[src/rtl/bed_pkg.sv]
`default_nettype none

package bed_pkg;

  // Width of the running byte offset and of the reported error offset
  localparam int unsigned PosBits    = 32;
  localparam int unsigned ErrPosBits = 32;

  // Largest reportable error offset, in the width of the running offset
  localparam logic [PosBits-1:0] ErrPosLimit = PosBits'({ErrPosBits{1'b1}});
  localparam logic [PosBits-1:0] PosMax      = {PosBits{1'b1}};

  // Escape characters
  localparam logic [7:0] ChBackslash = 8'h5C;
  localparam logic [7:0] ChLowerN    = 8'h6E;
  localparam logic [7:0] ChLowerR    = 8'h72;
  localparam logic [7:0] ChLowerT    = 8'h74;
  localparam logic [7:0] ChDigitZero = 8'h30;
  localparam logic [7:0] ChLowerX    = 8'h78;

  // Decoded values of the single-character escapes
  localparam logic [7:0] ByteNewline = 8'h0A;
  localparam logic [7:0] ByteReturn  = 8'h0D;
  localparam logic [7:0] ByteTab     = 8'h09;
  localparam logic [7:0] ByteNul     = 8'h00;

  typedef enum logic [4:0] {
    PH_PLAIN = 5'b00001,
    PH_ESC   = 5'b00010,
    PH_HEX1  = 5'b00100,
    PH_HEX2  = 5'b01000,
    PH_DROP  = 5'b10000
  } phase_e;

  typedef enum logic [2:0] {
    ST_OK       = 3'd0,
    ST_TRAILING = 3'd1,
    ST_INCOMPL  = 3'd2,
    ST_BADHEX   = 3'd3,
    ST_UNKNOWN  = 3'd4
  } status_e;

  typedef struct packed {
    logic                  valid;
    logic [7:0]            data;
    status_e               status;
    logic                  eos;
    logic [ErrPosBits-1:0] err_pos;
  } bed_result_t;

  // Returns {is_hex, nibble}
  function automatic logic [4:0] hex_decode(input logic [7:0] c);
    logic [4:0] r;
    r = 5'b0;
    if (c >= 8'h30 && c <= 8'h39) begin
      r = {1'b1, 4'(c - 8'h30)};
    end else if (c >= 8'h41 && c <= 8'h46) begin
      r = {1'b1, 4'(c - 8'h37)};
    end else if (c >= 8'h61 && c <= 8'h66) begin
      r = {1'b1, 4'(c - 8'h57)};
    end
    return r;
  endfunction

endpackage

`default_nettype wire

[src/rtl/bed_core.sv]
`default_nettype none

module bed_core
  import bed_pkg::*;
(
  input  logic        clk_i,
  input  logic        rst_ni,
  input  logic        step_i,
  input  logic [7:0]  byte_i,
  input  logic        last_i,
  output bed_result_t res_o
);

  phase_e               phase_q, phase_d;
  logic [3:0]           nibble_q, nibble_d;
  logic [PosBits-1:0]   pos_q, pos_d;
  logic [PosBits-1:0]   esc_q, esc_d;
  logic [4:0]           hex;
  logic                 emit;
  logic [7:0]           data;
  status_e              status;
  logic                 eos;

  always_comb begin
    hex      = hex_decode(byte_i);
    phase_d  = phase_q;
    nibble_d = nibble_q;
    esc_d    = esc_q;
    emit     = 1'b0;
    data     = 8'h00;
    status   = ST_OK;
    eos      = last_i;

    unique case (phase_q)
      PH_PLAIN: begin
        if (byte_i == ChBackslash) begin
          esc_d = pos_q;
          if (last_i) begin
            emit    = 1'b1;
            status  = ST_TRAILING;
            phase_d = PH_DROP;
          end else begin
            phase_d = PH_ESC;
          end
        end else begin
          emit = 1'b1;
          data = byte_i;
        end
      end
      PH_ESC: begin
        phase_d = PH_PLAIN;
        emit    = 1'b1;
        unique case (byte_i)
          ChBackslash: data = ChBackslash;
          ChLowerN:    data = ByteNewline;
          ChLowerR:    data = ByteReturn;
          ChLowerT:    data = ByteTab;
          ChDigitZero: data = ByteNul;
          ChLowerX: begin
            if (last_i) begin
              status  = ST_INCOMPL;
              phase_d = PH_DROP;
            end else begin
              emit    = 1'b0;
              phase_d = PH_HEX1;
            end
          end
          default: begin
            status  = ST_UNKNOWN;
            phase_d = PH_DROP;
          end
        endcase
      end
      PH_HEX1: begin
        // end of string wins over a bad digit
        if (last_i) begin
          emit    = 1'b1;
          status  = ST_INCOMPL;
          phase_d = PH_DROP;
        end else if (!hex[4]) begin
          emit    = 1'b1;
          status  = ST_BADHEX;
          phase_d = PH_DROP;
        end else begin
          nibble_d = hex[3:0];
          phase_d  = PH_HEX2;
        end
      end
      PH_HEX2: begin
        emit = 1'b1;
        if (!hex[4]) begin
          status  = ST_BADHEX;
          phase_d = PH_DROP;
        end else begin
          data    = {nibble_q, hex[3:0]};
          phase_d = PH_PLAIN;
        end
      end
      PH_DROP: begin
      end
      default: begin
        phase_d = PH_PLAIN;
      end
    endcase

    if (status != ST_OK) begin
      eos = 1'b1;
    end

    // a marked byte always closes the string
    if (last_i) begin
      phase_d = PH_PLAIN;
      pos_d   = '0;
    end else if (pos_q != PosMax) begin
      pos_d = pos_q + 1'b1;
    end else begin
      pos_d = pos_q;
    end
  end

  always_comb begin
    res_o.valid   = step_i && emit;
    res_o.data    = data;
    res_o.status  = status;
    res_o.eos     = eos;
    res_o.err_pos = '0;
    if (status != ST_OK) begin
      res_o.err_pos = (esc_d > ErrPosLimit) ? ErrPosBits'(ErrPosLimit) : ErrPosBits'(esc_d);
    end
  end

  always_ff @(posedge clk_i or negedge rst_ni) begin
    if (!rst_ni) begin
      phase_q  <= PH_PLAIN;
      nibble_q <= '0;
      pos_q    <= '0;
      esc_q    <= '0;
    end else if (step_i) begin
      phase_q  <= phase_d;
      nibble_q <= nibble_d;
      pos_q    <= pos_d;
      esc_q    <= esc_d;
    end
  end

  assert property (@(posedge clk_i) disable iff (!rst_ni)
    step_i && last_i |=> phase_q == PH_PLAIN && pos_q == '0)
    else $error("string end did not restart the decoder");

  assert property (@(posedge clk_i) disable iff (!rst_ni)
    res_o.valid && res_o.status != ST_OK |-> res_o.eos && res_o.data == 8'h00)
    else $error("error result without end marker or with data");

  assert property (@(posedge clk_i) disable iff (!rst_ni)
    step_i && phase_q == PH_DROP |-> !res_o.valid)
    else $error("result while dropping after an error");

  assert property (@(posedge clk_i) disable iff (!rst_ni)
    res_o.valid && res_o.status == ST_OK |-> res_o.err_pos == '0)
    else $error("error offset on a good result");

endmodule

`default_nettype wire

[src/rtl/backslash_escape_decoder.sv]
`default_nettype none

// Backslash escape decoder. Decodes an escaped string that arrives one byte
// per transfer, tlast on its final byte. Plain bytes pass through; \\, \n, \r,
// \t, \0 and \xHH each give one byte. A trailing backslash, an incomplete \x,
// a bad hex digit or an unknown escape letter gives one error result (tuser
// nonzero, data zero, tlast set) carrying the offset of the backslash, and
// the rest of the string is dropped up to its tlast. A backslash, an x after
// it and the first hex digit produce no result unless they end the string.
// Throughput is one byte per clock while m_axis_tready_i does not hold the
// result register full; each byte goes from the input register through the
// decode logic, with its escape state register, to the result register.
module backslash_escape_decoder
  import bed_pkg::*;
(
  input  logic        clk_i,
  input  logic        rst_ni,
  input  logic        s_axis_tvalid_i,
  output logic        s_axis_tready_o,
  input  logic [7:0]  s_axis_tdata_i,   // [7:0] in_byte
  input  logic        s_axis_tlast_i,   // in_last
  output logic        m_axis_tvalid_o,
  input  logic        m_axis_tready_i,
  output logic [39:0] m_axis_tdata_o,   // [7:0] out_byte, [39:8] error_position
  output logic [2:0]  m_axis_tuser_o,   // [2:0] status
  output logic        m_axis_tlast_o    // end_of_string
);

  logic        in_valid_q;
  logic [7:0]  in_byte_q;
  logic        in_last_q;
  logic        step;
  bed_result_t res;
  logic        out_valid_q;
  bed_result_t out_q;

  // advance the held byte when the result register is free or draining
  assign step            = in_valid_q && (!out_valid_q || m_axis_tready_i);
  assign s_axis_tready_o = !in_valid_q || step;

  always_ff @(posedge clk_i or negedge rst_ni) begin
    if (!rst_ni) begin
      in_valid_q <= 1'b0;
    end else if (s_axis_tready_o) begin
      in_valid_q <= s_axis_tvalid_i;
    end
  end

  always_ff @(posedge clk_i) begin
    if (s_axis_tready_o && s_axis_tvalid_i) begin
      in_byte_q <= s_axis_tdata_i;
      in_last_q <= s_axis_tlast_i;
    end
  end

  bed_core u_core (
    .clk_i  (clk_i),
    .rst_ni (rst_ni),
    .step_i (step),
    .byte_i (in_byte_q),
    .last_i (in_last_q),
    .res_o  (res)
  );

  always_ff @(posedge clk_i or negedge rst_ni) begin
    if (!rst_ni) begin
      out_valid_q <= 1'b0;
    end else if (step) begin
      out_valid_q <= res.valid;
    end else if (m_axis_tready_i) begin
      out_valid_q <= 1'b0;
    end
  end

  always_ff @(posedge clk_i) begin
    if (res.valid) begin
      out_q <= res;
    end
  end

  assign m_axis_tvalid_o = out_valid_q;
  assign m_axis_tdata_o  = {out_q.err_pos, out_q.data};
  assign m_axis_tuser_o  = out_q.status;
  assign m_axis_tlast_o  = out_q.eos;

endmodule

`default_nettype wire
[config.mk]
export PLATFORM = sky130hd
export DESIGN_NAME = backslash_escape_decoder
export DESIGN_NICKNAME = d
export VERILOG_FILES = /design/src/rtl/bed_pkg.sv /design/src/rtl/bed_core.sv /design/src/rtl/backslash_escape_decoder.sv
export SDC_FILE = /design/constraint.sdc
export NUM_CORES = 1
export LEC_CHECK = 0
export ABC_AREA = 0
export BUFFER_PORTS_ARGS = -buffer_cell sky130_fd_sc_hd__buf_2
export CAP_MARGIN = 10
export CORE_MARGIN = 2
export CORE_UTILIZATION = 54
export DETAILED_ROUTE_END_ITERATION = 6
export PLACE_DENSITY = 0.83
export SLEW_MARGIN = 20
export SYNTH_ARGS = -nofsm -noshare
export SYNTH_HDL_FRONTEND = slang
export SYNTH_HIERARCHICAL = 1
export SYNTH_SLANG_ARGS = --single-unit
[constraint.sdc]
create_clock -name clk_i -period 4.22 [get_ports clk_i]
set_input_delay 0.422 -clock clk_i [delete_from_list [all_inputs] [get_ports clk_i]]
set_output_delay 0.422 -clock clk_i [all_outputs]
set_load 0.03 [all_outputs]
==> results of run 1 <==
-- logic make-up after synthesis --
family	count (synthesis)	synth area share, %
and+or+nand+nor	231	18.9
DFF	128	55.6
AOI/OAI and AO/OA	117	12.6
buffers and inverters	46	2.99
muxes	40	7.18
xor gates and xnor gates	10	1.40
adders and majority gates	6	1.20
-- final cells by class --
cell class / instances / share of cell area, %
clock buffer: 20 / 6.41
inverter: 13 / 0.671
sequential: 128 / 47.7
timing repair buffer: 66 / 4.85
multi-input combinational: 404 / 36.1
clock inverter: 12 / 1.84
tap: 143 / 2.46
-- sequential cells by signal, summed over array words and instances, names as in the netlist --
name / count
m_axis_tdata_o: 40
u_core/esc_q: 32
u_core/pos_q: 32
in_byte_q: 8
u_core/phase_q: 5
u_core/nibble_q: 4
m_axis_tuser_o: 3
in_last_q: 1
in_valid_q: 1
m_axis_tlast_o: 1
m_axis_tvalid_o: 1
-- report_power, final --
part	internal, mW	switching (mW)	total (mW)
sequential	1.57	0.163	1.73
combinational	0.262	0.687	0.949
clock	0.916	0.531	1.45
-- critical path: cells and delay by family, from the launching register on --
kind | cells | cell delay (ps)
AO/OA/AOI/OAI | 2 | 830
buffers and inverters | 3 | 860
AND/OR/NAND/NOR | 3 | 530
adder cells (fa/ha/maj) | 1 | 270
flip-flops | 1 | 480
-- per-layer routing --
layer,vias up,wire (um),GRT usage [%]
met5,-,0,0
met4,0,244,9.63
met1,2343,5840,30.4
met3,30,1100,5.23
li1,2257,-,-
met2,249,6900,37.4
-- placed cells by master, fill, tap and decap left out, types with 13 or more instances in the layout --
| cell type | Yosys | routed |
|---|---|---|
| inv_1 | 13 | 13 |
| nor2_1 | 24 | 23 |
| clkbuf_16 | 0 | 17 |
| nand4_1 | 16 | 16 |
| buf_2 | 2 | 57 |
| edfxtp_1 | 53 | 53 |
| nand2_1 | 105 | 105 |
| mux2_2 | 38 | 38 |
| nand3_1 | 16 | 16 |
| a21oi_1 | 46 | 46 |
| dfrtp_1 | 74 | 74 |
-- final timing paths --
check,from,endpoint,cells after the start
min in group clk_i,s_axis_tdata_i[7],in_byte_q[7],1
min,rst_ni,u_core/esc_q[14],1
min reg2reg,u_core/esc_q[23],u_core/esc_q[23],1
max,in_byte_q[0],m_axis_tdata_o[26],9
max reg2reg,in_byte_q[0],m_axis_tdata_o[26],9
max in group asynchronous,rst_ni,u_core/phase_q[0],2
-- metrics by stage --
| stage | cells | setup WS [ps] | area (um2) | hold WS [ps] | power, mW |
|---|---|---|---|---|---|
| 6_report | 786 | 992 | 7280 | 11.3 | 4.13 |
| 2_1_floorplan | 578 | 657 | 6240 | 126 | 2.39 |
| 4_1_cts | 786 | 1050 | 7260 | 172 | 4.15 |
| 5_1_grt | 786 | 847 | 7280 | 46.8 | 4.31 |
| 3_5_place_dp | 754 | 1090 | 6660 | 492 | 2.69 |
| 3_3_place_gp | 754 | 1260 | 6660 | 487 | 2.65 |
==> impl_metrics.ini, run 1 <==
[status]
status = finished clean

[clock_tree]
root_buffer = clkbuf_16
cts_setup_buffers = 0
cts_max_level = 4
numCtsBuffers = 17
cts_resized = 0
cts_tree = built
clockBufferDepth = 2
clk_pin_slew_worst_paths_ps = 60
hold_buffers = 0
cts_sinks = 128
clk_latency_ps = 410

[floorplanning]
die_h_um = 111
core-area_mm2 = 0.0113
dieArea_mm2 = 0.0124
io_pins = 59
die_w_um = 111
row_count = 39
start_util_pct = 55.1

[worst_setup_path]
arrival_ps = 3380
crit_required_ps = 4370
max_stage_delay_ps = 760
cp_cell_sequence = inv_1, ha_1, and3b_1, nand4_1, buf_4, nand3_1, a221oi_4, buf_4, a21oi_1
r2r_slack_ps = 990
cpMostUsedCell = buf_4
cp_slowest_cell = a221oi_4
critPathMaxFanout = 34
criticalPathCategory = reg -> reg
start_kind = flop
cp-end-kind = flop

[drt]
antenna_left = 0
vias_per_cell = 6.21
wl_per_cell_um = 17.9
drt_iter0_drc = 510
vias = 4879
wl_mm = 14.1
first_pass_iters = 5
drc = 0

[timing]
period_needed_ps = 3230
fin_crit_sh_pct = 76.5
fmax_ghz = 0.310
tns_ps = 0
setup_viol = 0
slew_violations = 0
worst_pin_slew_ps = 986
rsz0062_at_grt = false
relSlewSlack_pct = 34.0
hold_viol_final = 0
finalClockSkew_ps = 7.97

[power_and_ir_drop]
p_leak_nw = 2.95
ir_worst_vdd_mv = 0.366
cellPowerDensity_mw_per_mm2 = 568

[hold_path]
min_path_type = in -> async

[layout]
fillers = 865
drive_above_1_share_pct = 23.5
finish.utilization_pct = 64.3
multi_input_area_mm2 = 0.00263
area_delta_synth_final_pct = 16.7
n_antenna_cell = 0
nets = 649
register_area_mm2 = 0.00347

[synth]
synth_area_mm2 = 0.00624
ys_ff_latch = 128
synth.distinct_cells = 64
synth_most_common_cell = nand2_1
syn_area_per_cell_um2 = 10.8
synth_edf_count = 53
synthArstFlopShare_pct = 58.6
synth_top_area_share_pct = 29.7
netlist_instances = 578
synth_top_cell_by_area = dfrtp_1
yosys_most_used_dff = dfrtp_1
yosysWarnings = 6
yosysSeqAreaShare_pct = 55.6
synth_nets = 597
synth_top_cells_by_count = nand2_1 (105), dfrtp_1 (74), edfxtp_1 (53), a21oi_1 (46), mux2_2 (38)
ys_top_cells_by_area = dfrtp_1 (30%), edfxtp_1 (26%), mux2_2 (6.9%)

[job]
drv_cap = 0

[global_route]
groute.usage.overall_pct = 23.1
globalRoute.totalOverflow = 0
grt_pass1_wl_mm = 23.1
grt_pass1_vias = 4742
antenna_found_initial = 0
grt_max_degree = 45

[placed_design]
dp_hpwl_mm = 8.98
globalplace.congestion = 0.882
io_buffers = 58
No activity file was read; power rests on OpenSTA's default activity.
==> run 2: changes to the inputs <==
- ABC_AREA: 0 -> 1
- PLACE_DENSITY: 0.83 -> 0.82
- clock period: 4.22 -> 2.95 ns (I/O delays scaled with it)
==> run 2 against run 1 <==
  * Sequential cell count did not move
  * Clock-buffer cell count rose by 3
  * Maximum frequency up 25%
  * First-iteration DRC count rose by 1.4%
  * Register-to-register slack worse by 620 ps
  * Clock power is 49% higher
  * Global-route usage up 0.67 points
  * Via count is 12% higher
  * Synthesized cell count rose by 35%
  * Worst hold slack improved by 17 ps
  * Utilization shrank 0.84 points
  * Cell count up 27%
  * Critical path type unchanged
  * Critical endpoint is now m_axis_tdata_o[20]
  * Largest cell class unchanged
  * Largest power group unchanged
==> impl_metrics.ini, run 2 <==
[global_route]
grt_pass1_wl_mm = 24.0
groute.usage.overall_pct = 23.8
antenna_found_initial = 0
globalRoute.totalOverflow = 0
grt_pass1_vias = 5066
grt_max_degree = 76

[clock_tree]
clk_pin_slew_worst_paths_ps = 60
numCtsBuffers = 17
cts_resized = 0
cts_tree = built
hold_buffers = 0
cts_setup_buffers = 0
cts_max_level = 4
clockBufferDepth = 2
root_buffer = clkbuf_16
cts_sinks = 128
clk_latency_ps = 420

[timing]
fmax_ghz = 0.387
hold_viol_final = 0
setup_viol = 0
period_needed_ps = 2580
holdWs_ps = 28.5
worst_pin_slew_ps = 970
finalClockSkew_ps = 6.29
rsz0062_at_grt = false
fin_crit_sh_pct = 87.5
relSlewSlack_pct = 35.3
slew_violations = 0
tns_ps = 0

[power_and_ir_drop]
power.internal_mw = 3.90
ir_worst_vdd_mv = 0.415
p_leak_nw = 3.15
power.share.combinational_pct = 22.4
p_sw_mw = 1.83
switching_share_pct = 31.9
cellPowerDensity_mw_per_mm2 = 762
power_frac_clock_pct = 37.7
seq_power_share_pct = 39.9

[synth]
synth_most_common_cell = nand2_1
syn_area_per_cell_um2 = 8.33
yosys_most_used_dff = dfrtp_1
synth.distinct_cells = 36
synth_area_mm2 = 0.00649
synth_top_area_share_pct = 28.5
yosysWarnings = 6
synth_edf_count = 53
synth_nets = 798
netlist_instances = 779
ys_top_cells_by_area = dfrtp_1 (29%), edfxtp_1 (25%), nand2_1 (11%)
synthArstFlopShare_pct = 58.6
synth_top_cell_by_area = dfrtp_1
synth_top_cells_by_count = nand2_1 (193), nor2_1 (119), dfrtp_1 (74), inv_1 (62), nand3_1 (62)
ys_ff_latch = 128
yosysSeqAreaShare_pct = 53.5

[floorplanning]
die_h_um = 114
die_w_um = 114
core-area_mm2 = 0.0119
io_pins = 59
dieArea_mm2 = 0.0129
start_util_pct = 54.7
row_count = 40

[layout]
area_delta_synth_final_pct = 16.0
mostFrequentLayoutCells = nand2_1 (193), nor2_1 (119), dfrtp_1 (74), inv_1 (62), nand3_1 (62)
n_antenna_cell = 0
final_common_cell = nand2_1
largest_reg_flops = 40
drive_above_1_share_pct = 14.7
nets = 858

[drt]
drc = 0
wl_mm = 14.6
drt_iter0_drc = 517
vias = 5451
vias_per_cell = 5.46
first_pass_iters = 5
antenna_left = 0
wl_per_cell_um = 14.6

[placed_design]
io_buffers = 58
globalplace.congestion = 0.979
dp_hpwl_mm = 9.95

[worst_setup_path]
cp-end-kind = flop
max_stage_delay_ps = 460
worstRegToRegCells = 8
cp_slowest_cell = edfxtp_1
cp_cell_sequence = inv_1, ha_1, nand3_1, nor2_4, nand2_2, buf_12, a21oi_1, nor2_1
critPathMaxFanout = 34
criticalPathCategory = reg -> reg
crit_required_ps = 3120
start_kind = flop
arrival_ps = 2750

[job]
drv_cap = 0

[status]
status = finished clean

[hold_path]
min_path_type = in -> async
==> run 2: final cells by class <==
cell class | count | area [um2]
flip-flops and latches | 128 | 3470
well taps | 147 | 184
clock buffers | 23 | 489
multi-input cells | 556 | 2610
repair buffers | 69 | 388
fillers | 962 | 4340
inverters | 67 | 251
clock inverters | 9 | 129
==> run 2: per-stage QoR <==
stage               area (um2)  std cells  util, %  setup WS, ps  power, mW
detailed placement        6910        967     58.2           398       3.61
floorplan                 6500        779        -           127       3.25
global route              7520        999     63.4           165       5.98
global placement          6910        967     58.2           543       3.60
finish                    7520        999     63.4           369       5.74
CTS                       7520        999     63.4           389       5.78
==> run 2: routing by layer <==
| layer | vias up | GRT usage (%) | share of wire [%] |
|---|---|---|---|
| li1 | 2692 | - | - |
| met4 | 0 | 10.1 | 2.6 |
| met2 | 187 | 38.8 | 49 |
| met1 | 2541 | 30.3 | 43 |
| met3 | 31 | 6.22 | 5.5 |
| met5 | - | 0 | 0 |
==> run 2: kinds of logic (layout without fill, tap and decap cells) <==
group | after synthesis | in the layout | share of synthesized area [%]
mux | 2 | 2 | 0.309
buf+inv | 95 | 168 | 6.40
simple gates | 415 | 415 | 27.0
fa+ha+maj | 6 | 6 | 1.16
xor+xnor | 13 | 13 | 1.76
compound gates | 120 | 120 | 9.90
flops | 128 | 128 | 53.5
==> run 2: power by group through the flow <==
stage	Sequential, mW	Combinational, mW	Clock (mW)
floorplan	2.72	0.538	0
global placement	2.31	1.28	0
detailed placement	2.32	1.29	0
CTS	2.29	1.29	2.19
global route	2.31	1.39	2.27
finish	2.29	1.28	2.16
==> run 2: critical path: cells and delay by family (launching register included) <==
family          cells  cell delay [ps]
compound gates      1              220
fa+ha+maj           1              260
buf+inv             2              510
flops               1              460
simple gates        4              840
==> run 2: worst paths after layout <==
kind,startpoint,endpoint,slack (ps)
max,in_byte_q[0],m_axis_tdata_o[20],370
min,rst_ni,u_core/esc_q[27],30
max reg2reg,in_byte_q[0],m_axis_tdata_o[20],370
min reg2reg,u_core/esc_q[1],u_core/esc_q[1],490
max in group asynchronous,rst_ni,u_core/phase_q[4],2290
min in group clk_i,s_axis_tdata_i[0],in_byte_q[0],50
